**src/rtl/core/pin_map_gamepad_encoder_core_assert.svh**
```systemverilog
// assertion macros for the pin map gamepad encoder core
`ifndef PIN_MAP_GAMEPAD_ENCODER_CORE_ASSERT_SVH
`define PIN_MAP_GAMEPAD_ENCODER_CORE_ASSERT_SVH
`ifndef NO_ASSERTIONS
`define PMGE_ASSERT_SAME(lbl, clk, rst_n, ante, cons) \
    lbl: assert property (@(posedge clk) disable iff (!rst_n) (ante) |-> (cons)) \
        else $error("pmge assertion failed");
`define PMGE_ASSERT_NEXT(lbl, clk, rst_n, ante, cons) \
    lbl: assert property (@(posedge clk) disable iff (!rst_n) (ante) |=> (cons)) \
        else $error("pmge assertion failed");
`else
`define PMGE_ASSERT_SAME(lbl, clk, rst_n, ante, cons)
`define PMGE_ASSERT_NEXT(lbl, clk, rst_n, ante, cons)
`endif
`endif

```
**src/rtl/core/pmge_pkg.sv**
```systemverilog
// shared types, widths and function codes of the pin map gamepad encoder
`timescale 1ns / 1ps
package pmge_pkg;

    localparam int PMGE_PIN_COUNT = 20;
    localparam int PINS_W = 20;
    localparam int IDX_W  = 6;
    localparam int CODE_W = 8;
    localparam int BTN_W  = 13;
    localparam int HAT_W  = 4;
    localparam int AXIS_W = 8;

    localparam logic OP_WRITE = 1'b0;
    localparam logic OP_SCAN  = 1'b1;

    localparam logic [AXIS_W-1:0] AXIS_MIN    = 8'h00;
    localparam logic [AXIS_W-1:0] AXIS_CENTER = 8'h80;
    localparam logic [AXIS_W-1:0] AXIS_MAX    = 8'hFF;

    localparam logic [HAT_W-1:0] HAT_UP         = 4'd0;
    localparam logic [HAT_W-1:0] HAT_UP_RIGHT   = 4'd1;
    localparam logic [HAT_W-1:0] HAT_RIGHT      = 4'd2;
    localparam logic [HAT_W-1:0] HAT_DOWN_RIGHT = 4'd3;
    localparam logic [HAT_W-1:0] HAT_DOWN       = 4'd4;
    localparam logic [HAT_W-1:0] HAT_DOWN_LEFT  = 4'd5;
    localparam logic [HAT_W-1:0] HAT_LEFT       = 4'd6;
    localparam logic [HAT_W-1:0] HAT_UP_LEFT    = 4'd7;
    localparam logic [HAT_W-1:0] HAT_CENTER     = 4'd8;

    // function codes held in the assignment store
    localparam logic [CODE_W-1:0] FN_HAT_UP     = 8'd1;
    localparam logic [CODE_W-1:0] FN_HAT_DOWN   = 8'd2;
    localparam logic [CODE_W-1:0] FN_HAT_LEFT   = 8'd3;
    localparam logic [CODE_W-1:0] FN_HAT_RIGHT  = 8'd4;
    localparam logic [CODE_W-1:0] FN_SQUARE     = 8'd5;
    localparam logic [CODE_W-1:0] FN_CROSS      = 8'd6;
    localparam logic [CODE_W-1:0] FN_CIRCLE     = 8'd7;
    localparam logic [CODE_W-1:0] FN_TRIANGLE   = 8'd8;
    localparam logic [CODE_W-1:0] FN_L1         = 8'd9;
    localparam logic [CODE_W-1:0] FN_R1         = 8'd10;
    localparam logic [CODE_W-1:0] FN_L2         = 8'd11;
    localparam logic [CODE_W-1:0] FN_R2         = 8'd12;
    localparam logic [CODE_W-1:0] FN_SELECT     = 8'd13;
    localparam logic [CODE_W-1:0] FN_START      = 8'd14;
    localparam logic [CODE_W-1:0] FN_L3         = 8'd15;
    localparam logic [CODE_W-1:0] FN_R3         = 8'd16;
    localparam logic [CODE_W-1:0] FN_PS         = 8'd17;
    localparam logic [CODE_W-1:0] FN_AN_UP      = 8'd18;
    localparam logic [CODE_W-1:0] FN_AN_DOWN    = 8'd19;
    localparam logic [CODE_W-1:0] FN_AN_LEFT    = 8'd20;
    localparam logic [CODE_W-1:0] FN_AN_RIGHT   = 8'd21;
    localparam logic [CODE_W-1:0] FN_RESTRICT   = 8'd22;
    localparam logic [CODE_W-1:0] FN_INVERT     = 8'd23;
    localparam logic [CODE_W-1:0] FN_AF_SQUARE  = 8'd24;
    localparam logic [CODE_W-1:0] FN_AF_CROSS   = 8'd25;
    localparam logic [CODE_W-1:0] FN_AF_CIRCLE  = 8'd26;
    localparam logic [CODE_W-1:0] FN_AF_TRIANGLE = 8'd27;
    localparam logic [CODE_W-1:0] FN_AF_MODE_LO = 8'd30;
    localparam logic [CODE_W-1:0] FN_AF_MODE_HI = 8'd38;
    localparam logic [CODE_W-1:0] FN_PROGRAM    = 8'd39;

    // button mask bit positions
    localparam int BIT_SQUARE   = 0;
    localparam int BIT_CROSS    = 1;
    localparam int BIT_CIRCLE   = 2;
    localparam int BIT_TRIANGLE = 3;
    localparam int BIT_L1       = 4;
    localparam int BIT_R1       = 5;
    localparam int BIT_L2       = 6;
    localparam int BIT_R2       = 7;
    localparam int BIT_L3       = 8;
    localparam int BIT_R3       = 9;
    localparam int BIT_SELECT   = 10;
    localparam int BIT_START    = 11;
    localparam int BIT_PS       = 12;

    typedef enum logic [2:0] {
        ST_IDLE,
        ST_READ1,
        ST_DRAIN1,
        ST_READ2,
        ST_DRAIN2,
        ST_EMIT
    } pmge_state_t;

endpackage

```
**src/rtl/core/pmge_cmd_if.sv**
```systemverilog
// command channel: assignment writes and pin scans
`timescale 1ns / 1ps
interface pmge_cmd_if
    import pmge_pkg::*;
();
    logic              valid;
    logic              ready;
    logic              op;
    logic [IDX_W-1:0]  entry_index;
    logic [CODE_W-1:0] entry_code;
    logic [PINS_W-1:0] pins_pressed;
    logic              shifted;

    modport source (output valid, op, entry_index, entry_code, pins_pressed, shifted,
                    input ready);
    modport sink (input valid, op, entry_index, entry_code, pins_pressed, shifted,
                  output ready);
endinterface

```
**src/rtl/core/pmge_report_if.sv**
```systemverilog
// report channel: one gamepad report per scan
`timescale 1ns / 1ps
interface pmge_report_if
    import pmge_pkg::*;
();
    logic              valid;
    logic              ready;
    logic [HAT_W-1:0]  hat_direction;
    logic [AXIS_W-1:0] x_axis;
    logic [AXIS_W-1:0] y_axis;
    logic [BTN_W-1:0]  button_mask;
    logic              bootloader_request;

    modport source (output valid, hat_direction, x_axis, y_axis, button_mask,
                    bootloader_request, input ready);
    modport sink (input valid, hat_direction, x_axis, y_axis, button_mask,
                  bootloader_request, output ready);
endinterface

```
**src/rtl/core/pmge_store.sv**
```systemverilog
// assignment store: one write port, two registered read ports
`timescale 1ns / 1ps
module pmge_store
    import pmge_pkg::*;
#(
    parameter int DEPTH = 2 * PMGE_PIN_COUNT,
    parameter int AW    = $clog2(2 * PMGE_PIN_COUNT)
) (
    input  logic              clk,
    input  logic              wr_en,
    input  logic [AW-1:0]     wr_addr,
    input  logic [CODE_W-1:0] wr_data,
    input  logic [AW-1:0]     rd_addr_a,
    input  logic [AW-1:0]     rd_addr_b,
    output logic [CODE_W-1:0] rd_data_a,
    output logic [CODE_W-1:0] rd_data_b
);

    logic [CODE_W-1:0] mem [DEPTH];
    logic [CODE_W-1:0] rd_a_reg;
    logic [CODE_W-1:0] rd_b_reg;

    always_ff @(posedge clk)
    begin
        if (wr_en)
        begin
            mem[wr_addr] <= wr_data;
        end
    end

    always_ff @(posedge clk)
    begin
        rd_a_reg <= mem[rd_addr_a];
        rd_b_reg <= mem[rd_addr_b];
    end

    assign rd_data_a = rd_a_reg;
    assign rd_data_b = rd_b_reg;

endmodule

```
**src/rtl/core/pin_map_gamepad_encoder_core.sv**
```systemverilog
// top level of the pin map gamepad encoder: sequencer, pin decode and report register
// a write transfer is taken while idle and leaves the core ready at once
// a scan holds ready low through two passes over the store and the emit step, which waits
// for a free report register; the passes take one pin per cycle through the shared decode unit
// rst_n clears the sequencer, the report valid and sets the autofire phase to fire
`timescale 1ns / 1ps
`include "pin_map_gamepad_encoder_core_assert.svh"
module pin_map_gamepad_encoder_core
    import pmge_pkg::*;
#(
    parameter int PIN_COUNT = PMGE_PIN_COUNT
) (
    input  logic          clk,
    input  logic          rst_n,
    pmge_cmd_if.sink      cmd,
    pmge_report_if.source report
);

    // store geometry follows the pin count
    localparam int DEPTH = 2 * PIN_COUNT;
    localparam int AW    = (DEPTH > 1) ? $clog2(DEPTH) : 1;
    localparam int PW    = (PIN_COUNT > 1) ? $clog2(PIN_COUNT) : 1;
    localparam logic [PW-1:0] LAST_PIN = PW'(PIN_COUNT - 1);
    localparam logic [IDX_W:0] DEPTH_IDX = (IDX_W + 1)'(DEPTH);

    // autofire codes: per-button autofire and the bare autofire modes
    function automatic logic is_autofire(input logic [CODE_W-1:0] code);
        is_autofire = ((code >= FN_AF_SQUARE) && (code <= FN_AF_TRIANGLE)) ||
                      ((code >= FN_AF_MODE_LO) && (code <= FN_AF_MODE_HI));
    endfunction

    // sequencer
    pmge_state_t state_reg, state_next;
    logic [PW-1:0] cnt_reg, cnt_next;

    // captured scan request
    logic [PINS_W-1:0] pins_reg;
    logic              shift_reg;

    // lag registers that line up a pin with its registered store data
    logic lag_vld_reg, lag_vld_next;
    logic lag_pass_reg;
    logic lag_pressed_reg;

    // pass-one flags
    logic inv_reg, inv_next;
    logic r4_reg, r4_next;
    logic af_reg, af_next;
    logic up_reg, up_next;
    logic dn_reg, dn_next;
    logic lf_reg, lf_next;
    logic rt_reg, rt_next;

    // pass-two accumulators
    logic [AXIS_W-1:0] x_reg, x_next;
    logic [AXIS_W-1:0] y_reg, y_next;
    logic [BTN_W-1:0]  btn_reg, btn_next;
    logic              boot_reg, boot_next;

    logic phase_reg, phase_next;

    // report register
    logic              out_vld_reg, out_vld_next;
    logic [HAT_W-1:0]  hat_out_reg;
    logic [AXIS_W-1:0] x_out_reg;
    logic [AXIS_W-1:0] y_out_reg;
    logic [BTN_W-1:0]  btn_out_reg;
    logic              boot_out_reg;

    // control outputs of the sequencer
    logic cmd_ready;
    logic issue_read;
    logic load_report;

    logic              cmd_xfer;
    logic              scan_start;
    logic              store_wr;
    logic [31:0]       pins_ext;
    logic              pin_pressed;
    logic [AW-1:0]     rd_addr_a;
    logic [AW-1:0]     rd_addr_b;
    logic [CODE_W-1:0] base_code;
    logic [CODE_W-1:0] act_code;
    logic [BTN_W-1:0]  btn_set;
    logic [BTN_W-1:0]  af_set;
    logic [HAT_W-1:0]  hat_value;
    logic              report_free;

    assign cmd_xfer   = cmd.valid && cmd_ready;
    assign scan_start = cmd_xfer && (cmd.op == OP_SCAN);
    // out-of-range write indexes are dropped
    assign store_wr   = cmd_xfer && (cmd.op == OP_WRITE) &&
                        ({1'b0, cmd.entry_index} < DEPTH_IDX);

    assign pins_ext    = 32'(pins_reg);
    assign pin_pressed = pins_ext[5'(cnt_reg)];

    // port a: unshifted entry, port b: active entry
    assign rd_addr_a = AW'(cnt_reg);
    assign rd_addr_b = shift_reg ? (AW'(cnt_reg) + AW'(PIN_COUNT)) : AW'(cnt_reg);

    pmge_store #(
        .DEPTH (DEPTH),
        .AW    (AW)
    ) u_store (
        .clk       (clk),
        .wr_en     (store_wr),
        .wr_addr   (AW'(cmd.entry_index)),
        .wr_data   (cmd.entry_code),
        .rd_addr_a (rd_addr_a),
        .rd_addr_b (rd_addr_b),
        .rd_data_a (base_code),
        .rd_data_b (act_code)
    );

    assign report_free = !out_vld_reg || report.ready;

    // next state
    always_comb
    begin
        state_next = state_reg;
        cnt_next   = cnt_reg;
        unique case (state_reg)
            ST_IDLE:
            begin
                cnt_next = '0;
                if (scan_start)
                begin
                    state_next = ST_READ1;
                end
            end
            ST_READ1:
            begin
                cnt_next = cnt_reg + PW'(1);
                if (cnt_reg == LAST_PIN)
                begin
                    state_next = ST_DRAIN1;
                    cnt_next   = '0;
                end
            end
            ST_DRAIN1:
            begin
                state_next = ST_READ2;
            end
            ST_READ2:
            begin
                cnt_next = cnt_reg + PW'(1);
                if (cnt_reg == LAST_PIN)
                begin
                    state_next = ST_DRAIN2;
                    cnt_next   = '0;
                end
            end
            ST_DRAIN2:
            begin
                state_next = ST_EMIT;
            end
            ST_EMIT:
            begin
                if (report_free)
                begin
                    state_next = ST_IDLE;
                end
            end
            default:
            begin
                state_next = ST_IDLE;
            end
        endcase
    end

    // sequencer outputs
    always_comb
    begin
        cmd_ready   = 1'b0;
        issue_read  = 1'b0;
        load_report = 1'b0;
        unique case (state_reg)
            ST_IDLE:   cmd_ready   = 1'b1;
            ST_READ1:  issue_read  = 1'b1;
            ST_DRAIN1: issue_read  = 1'b0;
            ST_READ2:  issue_read  = 1'b1;
            ST_DRAIN2: issue_read  = 1'b0;
            ST_EMIT:   load_report = report_free;
            default:   cmd_ready   = 1'b0;
        endcase
    end

    assign lag_vld_next = issue_read;

    // button decode of the active code
    always_comb
    begin
        btn_set = '0;
        unique case (act_code)
            FN_SQUARE:   btn_set[BIT_SQUARE]   = 1'b1;
            FN_CROSS:    btn_set[BIT_CROSS]    = 1'b1;
            FN_CIRCLE:   btn_set[BIT_CIRCLE]   = 1'b1;
            FN_TRIANGLE: btn_set[BIT_TRIANGLE] = 1'b1;
            FN_L1:       btn_set[BIT_L1]       = 1'b1;
            FN_R1:       btn_set[BIT_R1]       = 1'b1;
            FN_L2:       btn_set[BIT_L2]       = 1'b1;
            FN_R2:       btn_set[BIT_R2]       = 1'b1;
            FN_L3:       btn_set[BIT_L3]       = 1'b1;
            FN_R3:       btn_set[BIT_R3]       = 1'b1;
            FN_SELECT:   btn_set[BIT_SELECT]   = 1'b1;
            FN_START:    btn_set[BIT_START]    = 1'b1;
            FN_PS:       btn_set[BIT_PS]       = 1'b1;
            default:     btn_set = '0;
        endcase
    end

    // autofire buttons, only while the phase is in its fire half
    always_comb
    begin
        af_set = '0;
        unique case (act_code)
            FN_AF_SQUARE:   af_set[BIT_SQUARE]   = 1'b1;
            FN_AF_CROSS:    af_set[BIT_CROSS]    = 1'b1;
            FN_AF_CIRCLE:   af_set[BIT_CIRCLE]   = 1'b1;
            FN_AF_TRIANGLE: af_set[BIT_TRIANGLE] = 1'b1;
            default:        af_set = '0;
        endcase
        if (!(af_reg && phase_reg))
        begin
            af_set = '0;
        end
    end

    // shared per-pin unit: pass one collects flags, pass two builds the report
    always_comb
    begin
        inv_next   = inv_reg;
        r4_next    = r4_reg;
        af_next    = af_reg;
        up_next    = up_reg;
        dn_next    = dn_reg;
        lf_next    = lf_reg;
        rt_next    = rt_reg;
        x_next     = x_reg;
        y_next     = y_reg;
        btn_next   = btn_reg;
        boot_next  = boot_reg;
        phase_next = phase_reg;

        if (scan_start)
        begin
            inv_next  = 1'b0;
            r4_next   = 1'b0;
            af_next   = 1'b0;
            up_next   = 1'b0;
            dn_next   = 1'b0;
            lf_next   = 1'b0;
            rt_next   = 1'b0;
            x_next    = AXIS_CENTER;
            y_next    = AXIS_CENTER;
            btn_next  = '0;
            boot_next = 1'b0;
        end

        // phase flips once per scan with autofire held, before any button of pass two is decoded
        if ((state_reg == ST_READ2) && (cnt_reg == '0) && af_reg)
        begin
            phase_next = !phase_reg;
        end

        if (lag_vld_reg && lag_pressed_reg)
        begin
            if (!lag_pass_reg)
            begin
                // restrict and invert also trigger from the unshifted entry
                if ((base_code == FN_INVERT) || (act_code == FN_INVERT))
                begin
                    inv_next = 1'b1;
                end
                if ((base_code == FN_RESTRICT) || (act_code == FN_RESTRICT))
                begin
                    r4_next = 1'b1;
                end
                if (is_autofire(act_code))
                begin
                    af_next = 1'b1;
                end
                if (act_code == FN_HAT_UP)
                begin
                    up_next = 1'b1;
                end
                if (act_code == FN_HAT_DOWN)
                begin
                    dn_next = 1'b1;
                end
                if (act_code == FN_HAT_LEFT)
                begin
                    lf_next = 1'b1;
                end
                if (act_code == FN_HAT_RIGHT)
                begin
                    rt_next = 1'b1;
                end
            end
            else
            begin
                // later pins overwrite the axes, so the higher index wins
                btn_next = btn_reg | btn_set | af_set;
                if (act_code == (inv_reg ? FN_AN_DOWN : FN_AN_UP))
                begin
                    y_next = AXIS_MIN;
                end
                if (act_code == (inv_reg ? FN_AN_UP : FN_AN_DOWN))
                begin
                    y_next = AXIS_MAX;
                end
                if (act_code == FN_AN_LEFT)
                begin
                    x_next = AXIS_MIN;
                end
                if (act_code == FN_AN_RIGHT)
                begin
                    x_next = AXIS_MAX;
                end
                if (act_code == FN_PROGRAM)
                begin
                    boot_next = 1'b1;
                end
            end
        end
    end

    // hat from the pass-one direction flags
    always_comb
    begin
        hat_value = HAT_CENTER;
        if (r4_reg)
        begin
            // four-way: right beats left beats down beats up
            if (up_reg)
            begin
                hat_value = HAT_UP;
            end
            if (dn_reg)
            begin
                hat_value = HAT_DOWN;
            end
            if (lf_reg)
            begin
                hat_value = HAT_LEFT;
            end
            if (rt_reg)
            begin
                hat_value = HAT_RIGHT;
            end
        end
        else
        begin
            if (lf_reg)
            begin
                hat_value = HAT_LEFT;
            end
            if (rt_reg)
            begin
                hat_value = HAT_RIGHT;
            end
            if (up_reg)
            begin
                hat_value = lf_reg ? HAT_UP_LEFT : (rt_reg ? HAT_UP_RIGHT : HAT_UP);
            end
            if (dn_reg)
            begin
                hat_value = lf_reg ? HAT_DOWN_LEFT :
                            (rt_reg ? HAT_DOWN_RIGHT : HAT_DOWN);
            end
        end
    end

    always_comb
    begin
        out_vld_next = out_vld_reg;
        if (load_report)
        begin
            out_vld_next = 1'b1;
        end
        else if (report.ready)
        begin
            out_vld_next = 1'b0;
        end
    end

    // control registers
    always_ff @(posedge clk or negedge rst_n)
    begin
        if (!rst_n)
        begin
            state_reg   <= ST_IDLE;
            cnt_reg     <= '0;
            lag_vld_reg <= 1'b0;
            phase_reg   <= 1'b1;
            out_vld_reg <= 1'b0;
        end
        else
        begin
            state_reg   <= state_next;
            cnt_reg     <= cnt_next;
            lag_vld_reg <= lag_vld_next;
            phase_reg   <= phase_next;
            out_vld_reg <= out_vld_next;
        end
    end

    // payload registers
    always_ff @(posedge clk)
    begin
        if (scan_start)
        begin
            pins_reg  <= cmd.pins_pressed;
            shift_reg <= cmd.shifted;
        end
        lag_pass_reg    <= (state_reg == ST_READ2);
        lag_pressed_reg <= pin_pressed;
        inv_reg  <= inv_next;
        r4_reg   <= r4_next;
        af_reg   <= af_next;
        up_reg   <= up_next;
        dn_reg   <= dn_next;
        lf_reg   <= lf_next;
        rt_reg   <= rt_next;
        x_reg    <= x_next;
        y_reg    <= y_next;
        btn_reg  <= btn_next;
        boot_reg <= boot_next;
        if (load_report)
        begin
            hat_out_reg  <= hat_value;
            x_out_reg    <= x_reg;
            y_out_reg    <= y_reg;
            btn_out_reg  <= btn_reg;
            boot_out_reg <= boot_reg;
        end
    end

    assign cmd.ready                 = cmd_ready;
    assign report.valid              = out_vld_reg;
    assign report.hat_direction      = hat_out_reg;
    assign report.x_axis             = x_out_reg;
    assign report.y_axis             = y_out_reg;
    assign report.button_mask        = btn_out_reg;
    assign report.bootloader_request = boot_out_reg;

    // a report appears only out of the emit step
    `PMGE_ASSERT_SAME(a_report_from_emit, clk, rst_n, $rose(out_vld_reg), $past(state_reg == ST_EMIT))
    // the autofire phase moves only at the start of pass two with autofire held
    `PMGE_ASSERT_SAME(a_phase_flip, clk, rst_n, phase_reg != $past(phase_reg), $past(state_reg == ST_READ2) && $past(af_reg))
    // a write transfer never starts the sequencer
    `PMGE_ASSERT_NEXT(a_write_stays_idle, clk, rst_n, cmd_xfer && (cmd.op == OP_WRITE), state_reg == ST_IDLE)

endmodule

```
**src/flat_wrapper.sv**
```systemverilog
// flat-port wrapper written by rule: the top's interface ports become plain ports
module pin_map_gamepad_encoder_core_flat import pmge_pkg::*;
#(
    parameter int PIN_COUNT = PMGE_PIN_COUNT
)
  (clk, rst_n, cmd_valid, cmd_op, cmd_entry_index, cmd_entry_code, cmd_pins_pressed, cmd_shifted, cmd_ready, report_valid, report_hat_direction, report_x_axis, report_y_axis, report_button_mask, report_bootloader_request, report_ready);
  pmge_cmd_if cmd_i ();
  pmge_report_if report_i ();
  input  logic clk;
  input  logic rst_n;
  input wire logic [$bits(cmd_i.valid)-1:0] cmd_valid;
  input wire logic [$bits(cmd_i.op)-1:0] cmd_op;
  input wire logic [$bits(cmd_i.entry_index)-1:0] cmd_entry_index;
  input wire logic [$bits(cmd_i.entry_code)-1:0] cmd_entry_code;
  input wire logic [$bits(cmd_i.pins_pressed)-1:0] cmd_pins_pressed;
  input wire logic [$bits(cmd_i.shifted)-1:0] cmd_shifted;
  output wire logic [$bits(cmd_i.ready)-1:0] cmd_ready;
  output wire logic [$bits(report_i.valid)-1:0] report_valid;
  output wire logic [$bits(report_i.hat_direction)-1:0] report_hat_direction;
  output wire logic [$bits(report_i.x_axis)-1:0] report_x_axis;
  output wire logic [$bits(report_i.y_axis)-1:0] report_y_axis;
  output wire logic [$bits(report_i.button_mask)-1:0] report_button_mask;
  output wire logic [$bits(report_i.bootloader_request)-1:0] report_bootloader_request;
  input wire logic [$bits(report_i.ready)-1:0] report_ready;
  assign cmd_i.valid = cmd_valid;
  assign cmd_i.op = cmd_op;
  assign cmd_i.entry_index = cmd_entry_index;
  assign cmd_i.entry_code = cmd_entry_code;
  assign cmd_i.pins_pressed = cmd_pins_pressed;
  assign cmd_i.shifted = cmd_shifted;
  assign cmd_ready = cmd_i.ready;
  assign report_valid = report_i.valid;
  assign report_hat_direction = report_i.hat_direction;
  assign report_x_axis = report_i.x_axis;
  assign report_y_axis = report_i.y_axis;
  assign report_button_mask = report_i.button_mask;
  assign report_bootloader_request = report_i.bootloader_request;
  assign report_i.ready = report_ready;
  pin_map_gamepad_encoder_core #(.PIN_COUNT(PIN_COUNT)) u_core (.clk(clk), .rst_n(rst_n), .cmd(cmd_i), .report(report_i));
endmodule
```
**config.mk**
```make
export PLATFORM = sky130hd
export DESIGN_NAME = pin_map_gamepad_encoder_core_flat
export DESIGN_NICKNAME = d
export VERILOG_FILES = /design/src/rtl/core/pmge_pkg.sv /design/src/rtl/core/pmge_cmd_if.sv /design/src/rtl/core/pmge_report_if.sv /design/src/rtl/core/pmge_store.sv /design/src/rtl/core/pin_map_gamepad_encoder_core.sv /design/src/flat_wrapper.sv
export VERILOG_INCLUDE_DIRS = /design/src /design/src/rtl/core
export SDC_FILE = /design/constraint.sdc
export NUM_CORES = 1
export LEC_CHECK = 0
export BUFFER_PORTS_ARGS = -buffer_cell sky130_fd_sc_hd__buf_4
export CAP_MARGIN = 25
export CORE_MARGIN = 3
export CORE_UTILIZATION = 54
export CTS_CLUSTER_DIAMETER = 200
export CTS_CLUSTER_SIZE = 8
export DETAILED_ROUTE_END_ITERATION = 7
export GPL_TIMING_DRIVEN = 0
export PLACE_DENSITY = 0.67
export SLEW_MARGIN = 20
export SYNTH_ARGS = -nofsm -noshare
export SYNTH_HDL_FRONTEND = slang
export SYNTH_HIERARCHICAL = 1
export SYNTH_SLANG_ARGS = --single-unit
```
**constraint.sdc**
```tcl
create_clock -name clk -period 2.9 [get_ports clk]
set_input_delay 0.145 -clock clk [delete_from_list [all_inputs] [get_ports clk]]
set_output_delay 0.145 -clock clk [all_outputs]
set_load 0.1 [all_outputs]
```
# ---- Word level (Yosys, flattened, before mapping)
# Memory sizes are Yosys's and may differ from the RTL's. A register that Yosys moved wholly into a read port is not among the register bits.
# Cells that the tools add are included.
dict set report totals {
  register_bits 105
  mem_bits_rw 320
  n_memories 1
}
dict set report op_classes {
  n_lt_le_gt_ge 6
  add_sub_neg 2
  eq_ne 40
  muxes 95
  bitwise_logic 3
  reduce_logical 22
}
# memory words word_bits rd rd_clocked_by_memory_dff write_ports line_no
set memory_table {}
lappend memory_table {u_core.u_store.mem 40 8 2 2 1 pmge_store.sv:19} ;# logic [CODE_W-1:0] mem [DEPTH];
# operator count
set op_table {}
lappend op_table {{8-bit by 5-bit == test with 1-bit output, second input constant} 12}
lappend op_table {{8-bit two-way mux} 10}
lappend op_table {{8-bit by 4-bit == test with 1-bit output, second input constant} 8}
lappend op_table {{1-bit two-way mux} 60}
lappend op_table {{4-bit two-way mux} 12}
lappend op_table {{13-bit two-way mux} 3}
lappend op_table {{8-bit by 3-bit == test with 1-bit output, second input constant} 4}
lappend op_table {{3-bit one-hot mux with 6 select lines} 1}
lappend op_table {{8-bit by 2-bit == test with 1-bit output, second input constant} 2}
lappend op_table {{8-bit == test} 2}
lappend op_table {{8-bit by 5-bit greater-or-equal comparator with 1-bit output, second input constant} 2}
lappend op_table {{3-bit two-way mux} 5}
lappend op_table {{13-bit bitwise OR} 1}
lappend op_table {{13-bit by 4-bit bitwise OR with 13-bit output} 1}
lappend op_table {{1-bit logical AND} 10}
lappend op_table {{5-bit one-hot mux with 2 select lines} 1}
lappend op_table {{8-bit by 1-bit == test with 1-bit output, second input constant} 1}
lappend op_table {{8-bit by 6-bit == test with 1-bit output, second input constant} 1}
lappend op_table {{8-bit by 5-bit <= comparator with 1-bit output, second input constant} 1}
lappend op_table {{8-bit by 6-bit <= comparator with 1-bit output, second input constant} 1}
lappend op_table {{2-bit by 1-bit != test with 1-bit output, second input constant} 4}
lappend op_table {{5-bit by 5-bit adder with 6-bit output, second input constant} 1}
lappend op_table {{3-bit by 2-bit == test with 1-bit output, second input constant} 2}
lappend op_table {{3-bit == test, second input constant} 2}
lappend op_table {{16 further kinds} 21}

# ---- Depth between registers and ports, before layout
dict set report depth {
  depth_word 9
  ltp_mapped 9
  ltp_nobuf 7
}

# ---- Cells and area by module
# Netlist, hierarchy kept.
# mod seq_area_each_um2 area_per_inst_um2 cells_per_inst instances
set modules_own_cells {}
lappend modules_own_cells {pmge_store 9929.5 16109.2 1005 1}
lappend modules_own_cells {pin_map_gamepad_encoder_core 2708.8 4037.6 318 1}

# ---- Worst setup path before layout
# Ideal clock, no wire load.
dict set report synth_path {
  path_kind {register -> register}
  startpoint {register u_core.state_reg[1]}
  endpoint {memory u_core.u_store.mem[0][0], enable pin}
  path_buffers 0
  path_slack_ps -1822
  path_stages_with_launch 6
  arrival_time_ps 4338
  t_required_ps 2517
  cell_sequence {dfrtp_1 nor3_1 and4b_1 nor4b_1 nand2b_1 nor3_1}
}
dict set report synth_via {
  elab_chain_len 7
}
# element line_no
set synth_lines {}
lappend synth_lines {{start, declared} pin_map_gamepad_encoder_core.sv:33} ;# pmge_state_t state_reg, state_next;
lappend synth_lines {{start signal, assigned} pin_map_gamepad_encoder_core.sv:401} ;# state_reg <= state_next;
lappend synth_lines {{3-bit logical NOT} pin_map_gamepad_encoder_core.sv:178} ;# unique case (state_reg)
lappend synth_lines {{1-bit two-way mux} pin_map_gamepad_encoder_core.sv:178}
lappend synth_lines {{net cmd_ready} flat_wrapper.sv:17} ;# output wire logic [$bits(cmd_i.ready)-1:0] cmd_ready;
lappend synth_lines {{1-bit logical AND} pin_map_gamepad_encoder_core.sv:89} ;# assign cmd_xfer = cmd.valid && cmd_ready;
lappend synth_lines {{1-bit logical AND (2 in series)} pin_map_gamepad_encoder_core.sv:92} ;# assign store_wr = cmd_xfer && (cmd.op == OP_WRITE) &&
lappend synth_lines {{net u_core.store_wr} pin_map_gamepad_encoder_core.sv:77} ;# logic store_wr;
lappend synth_lines {{1-bit two-way mux} pmge_store.sv:25} ;# if (wr_en)
lappend synth_lines {{1-bit two-way mux (not written as such)} pmge_store.sv:27} ;# mem[wr_addr] <= wr_data;
lappend synth_lines {{end, declared} pmge_store.sv:19}
# The timed path passes the listed nets, and every way through them passes these cells.

# ---- Worst setup path after layout
dict set report layout_path {
  startpoint {register u_core.state_reg[1]}
  endpoint {memory u_core.u_store.mem[30][0], enable pin}
}
dict set report layout_via {
  elab_chain_len 7
}
# element line_no
set layout_lines {}
lappend layout_lines {{3-bit logical NOT} pin_map_gamepad_encoder_core.sv:178}
lappend layout_lines {{1-bit two-way mux} pin_map_gamepad_encoder_core.sv:178}
lappend layout_lines {{1-bit logical AND} pin_map_gamepad_encoder_core.sv:89}
lappend layout_lines {{1-bit logical AND (2 in series)} pin_map_gamepad_encoder_core.sv:92}
lappend layout_lines {{net u_core.store_wr} pin_map_gamepad_encoder_core.sv:77}
lappend layout_lines {{1-bit two-way mux} pmge_store.sv:25}
lappend layout_lines {{1-bit two-way mux (not written as such)} pmge_store.sv:27}
# The timed path passes the listed nets, and every way through them passes these cells.

==> flow_metrics.tcl <==
set metrics [dict create \
    ports_placed_on_the_boundary 76 \
    synth.yosys.warnings 6 \
    worstPathMaxFanout 8 \
    dieWidth_um 199 \
    timing.final.crit_share_pct 101 \
    setup.worst_path.class "reg -> reg" \
    via_per_inst 6.63 \
    critical_path.n_buffers_inverters 0 \
    initial_core_util_pct 54.9 \
    synth_commonest_cells "sky130_fd_sc_hd__edfxtp_1 (375), sky130_fd_sc_hd__mux2i_1 (260), sky130_fd_sc_hd__a22oi_1 (65)" \
    wirelength_um 58800 \
    avgSynthCellArea_um2 15.2 \
    clock_tree.root_cell "sky130_fd_sc_hd__clkbuf_16" \
    number_of_flip_flops_in_the_largest_register 320 \
    crit_path_end_kind "flip-flop" \
    max_cap_violations 0 \
    cts_htree_levels 2 \
    power.ir.vdd_worst_mv 0.545 \
    nNetsFinal 1526 \
    pre_cts_ws_ns -0.920 \
    dpl.cell_count 1864 \
    dieArea_um2 39700 \
    worst-slew-pin-transition_ns 0.958 \
    placed_area_um2 21300 \
    critPathTopFamily "simple AND/OR/NAND/NOR gates" \
    detail_route.drc_violations 0 \
    syn_area_um2 20100 \
    fraction_of_synthesis_flops_using_an_asynchronous_set_or_reset_pin_pct 2.49 \
    final_period_demand_of_the_worst_path_ns 2.92 \
    dp_hpwl_um 39500 \
    placement.io_buffers 73 \
    p_sw_share_pct 29.4 \
    synth_enable_flop_cells 375 \
    synthMostInstantiatedCell "sky130_fd_sc_hd__edfxtp_1" \
    ys_seq_elements 441 \
    crit_cells 5 \
    failed_checks "negative setup slack" \
    yosysUniqueCellTypes 63 \
    worst_path_max_delay_cell "sky130_fd_sc_hd__nor2_2" \
    drive_gt1_share_pct 23.3 \
    cts_buffer_depth 3 \
    crit_path_start_kind "flip-flop" \
    worst_r2r_path_depth 5 \
    clock_sink_count 441 \
    rows 70 \
    grt_antenna_before_repair 0 \
    grt_setup_unrepaired "true" \
    worstPathCellList "nor3_4, and4b_1, nor2b_1, nand3_1, nor2_2" \
    pwr-share-seq_pct 39.3 \
    diodes 0 \
    postSynth.topFlopCell "sky130_fd_sc_hd__edfxtp_1" \
    finalWeightedCongestion 0.958 \
    crit_path_setup_slack_layout_ns -0.0231 \
    internal_power_uw 12900 \
    initialDrtViolationCount 1606 \
    core_area_um2 36700 \
    netlist.top_cell.by_area "sky130_fd_sc_hd__edfxtp_1" \
    synth_top_cells_by_area "sky130_fd_sc_hd__edfxtp_1 (56%), sky130_fd_sc_hd__mux2i_1 (13%), sky130_fd_sc_hd__dfxtp_1 (5.5%)" \
    cts.clk_slew.worst_paths_ns 0.05 \
    antenna_violating_nets_post_route 0 \
    hold-path-cell-count 1 \
    global_route_wire_length_before_repair_um 84100 \
    first_global_vias 12800 \
    cts_tree "built" \
    total_routing_resource_utilization_after_global_routing_pct 29.6 \
    critical-path-max-stage-delay_ns 0.68 \
    worst_clock_skew_ns 0.0187 \
    switching_power_total_uw 5350 \
    pwr-share-comb_pct 25.3 \
    drv_slew 0 \
    flow.area_growth_from_synthesis_pct 16.6 \
    routed-via-count 13200 \
    total_leakage_power_uw 0.00803 \
    setup-violations-final 9 \
    post_synth_inst_count 1323 \
    area_used_by_multi_input_combinational_logic_um2 7030 \
    critical_path_required_ns 3.13 \
    post_drt_wl_per_cell_um 29.6 \
    utilization_pct 64.0 \
    clock_power_share_pct 35.4 \
    clock_insertion_delay_worst_skew_ns 0.61 \
    timing_hold_violations_final 0 \
    pin_count_of_the_biggest_net_entering_global_routing 41 \
    synth.top_cell.area_share_pct 55.9 \
    syn-num-nets 1367 \
    tritoncts.num_buffers 61 \
    ff_latch_area_um2 12600 \
    holdCritPathClass "in -> reg" \
    cellPowerDensity_nw_per_um2 775 \
    final-instance-count-excl-fill 1990 \
    synth_sequential_area_ratio_pct 62.7 \
    run_status "finished, violations left" \
    final_cell_area_um2 23500 \
    max_fclk_mhz 342 \
    slew-limit-headroom_pct 35.9 \
    die_y_extent_um 199 \
    grt_overflow_total 0 \
    first_pass_iters 6 \
    cp.arrival_ns 3.16 \
    n_fill_cell 2648 \
]
[worst paths after layout]
kind	from	endpoint	slack (ns)
min in group asynchronous	rst_n	u_core/phase_reg	0.03
worst max register to register	u_core/state_reg[1]	u_core/u_store/mem[30][0]	-0.02
max in group asynchronous	rst_n	u_core/cnt_reg[2]	1.93
worst min-delay path	cmd_entry_code[3]	u_core/u_store/mem[26][3]	0.01
worst max-delay path	u_core/state_reg[1]	u_core/u_store/mem[30][0]	-0.02
worst min register to register	u_core/x_reg[5]	u_core/report.x_axis[5]	0.43
[logic make-up after synthesis]
group	count (synthesis)	synth area share, %
buffers and inverters	102	3.27
XOR/XNOR	6	0.261
adder cells (fa/ha/maj)	4	0.248
AO/OA/AOI/OAI	264	11.0
AND/OR/NAND/NOR	194	4.77
multiplexers	311	17.7
other	1	0.0186
flip-flops	441	62.7
[layout by cell type (no fill, tap or decap), types with 12 or more instances in the layout]
| master | count |
|---|---|
| sky130_fd_sc_hd__mux2i_1 | 260 |
| sky130_fd_sc_hd__nor2_1 | 35 |
| sky130_fd_sc_hd__a21o_1 | 16 |
| sky130_fd_sc_hd__mux4_2 | 35 |
| sky130_fd_sc_hd__a22o_1 | 36 |
| sky130_fd_sc_hd__edfxtp_1 | 375 |
| sky130_fd_sc_hd__nor2_2 | 24 |
| sky130_fd_sc_hd__a21oi_1 | 40 |
| sky130_fd_sc_hd__clkbuf_16 | 62 |
| sky130_fd_sc_hd__buf_6 | 12 |
| sky130_fd_sc_hd__mux2_2 | 16 |
| sky130_fd_sc_hd__nand2b_1 | 13 |
| sky130_fd_sc_hd__buf_4 | 94 |
| sky130_fd_sc_hd__dlygate4sd3_1 | 26 |
| sky130_fd_sc_hd__clkbuf_1 | 53 |
| sky130_fd_sc_hd__a22oi_1 | 65 |
| sky130_fd_sc_hd__nand2_1 | 45 |
| sky130_fd_sc_hd__inv_1 | 14 |
| sky130_fd_sc_hd__a221oi_2 | 27 |
| sky130_fd_sc_hd__o41ai_2 | 16 |
| sky130_fd_sc_hd__dfxtp_1 | 55 |
| sky130_fd_sc_hd__o22ai_1 | 17 |
| sky130_fd_sc_hd__o21ai_0 | 19 |
[per-stage QoR]
step	hold WS, ns	TNS (ns)	power, uW
after global placement	-0.0109	-8.39	11700
final	0.0106	-0.142	18200
after floorplan	-0.151	-4.82	10300
after CTS	0.00723	0	18200
after global routing	0.0140	-5.18	18700
after detailed placement	-0.00537	-8.53	11700
[routing by layer]
| layer | GRT usage [%] | part of all wire [%] | vias up |
|---|---|---|---|
| met4 | 11.7 | 3.6 | 0 |
| met1 | 41.8 | 40 | 6644 |
| met3 | 6.17 | 10 | 131 |
| li1 | - | - | 5620 |
| met5 | 0 | 0 | - |
| met2 | 45.6 | 46 | 800 |
[power by group through the flow]
stage,sequential (uW),combinational (uW),clock [uW]
6_report,7160,4600,6450
5_1_grt,7170,4740,6830
4_1_cts,7160,4480,6530
3_5_place_dp,7280,4400,0
3_3_place_gp,7270,4380,0
2_1_floorplan,7240,3070,0
[what timing repair did]
item | in CTS | in global routing
setup buffers | 0 | 0
hold buffers | 26 | 0
hold endpoints to repair | 54 | 0
endpoints found under the setup margin | 24 | 221
gates resized for setup | 36 | 37
[area by class of cell]
class                           count  area share [%]
Sequential cell                   441            53.8
Multi-Input combinational cell    780            29.9
Clock buffer                      101            7.23
Timing Repair Buffer              100            3.56
Buffer                             83            2.67
Tap cell                          468            2.49
Inverter                           15           0.240
Clock inverter                      2           0.106
Power figures use the tool's default switching activity.
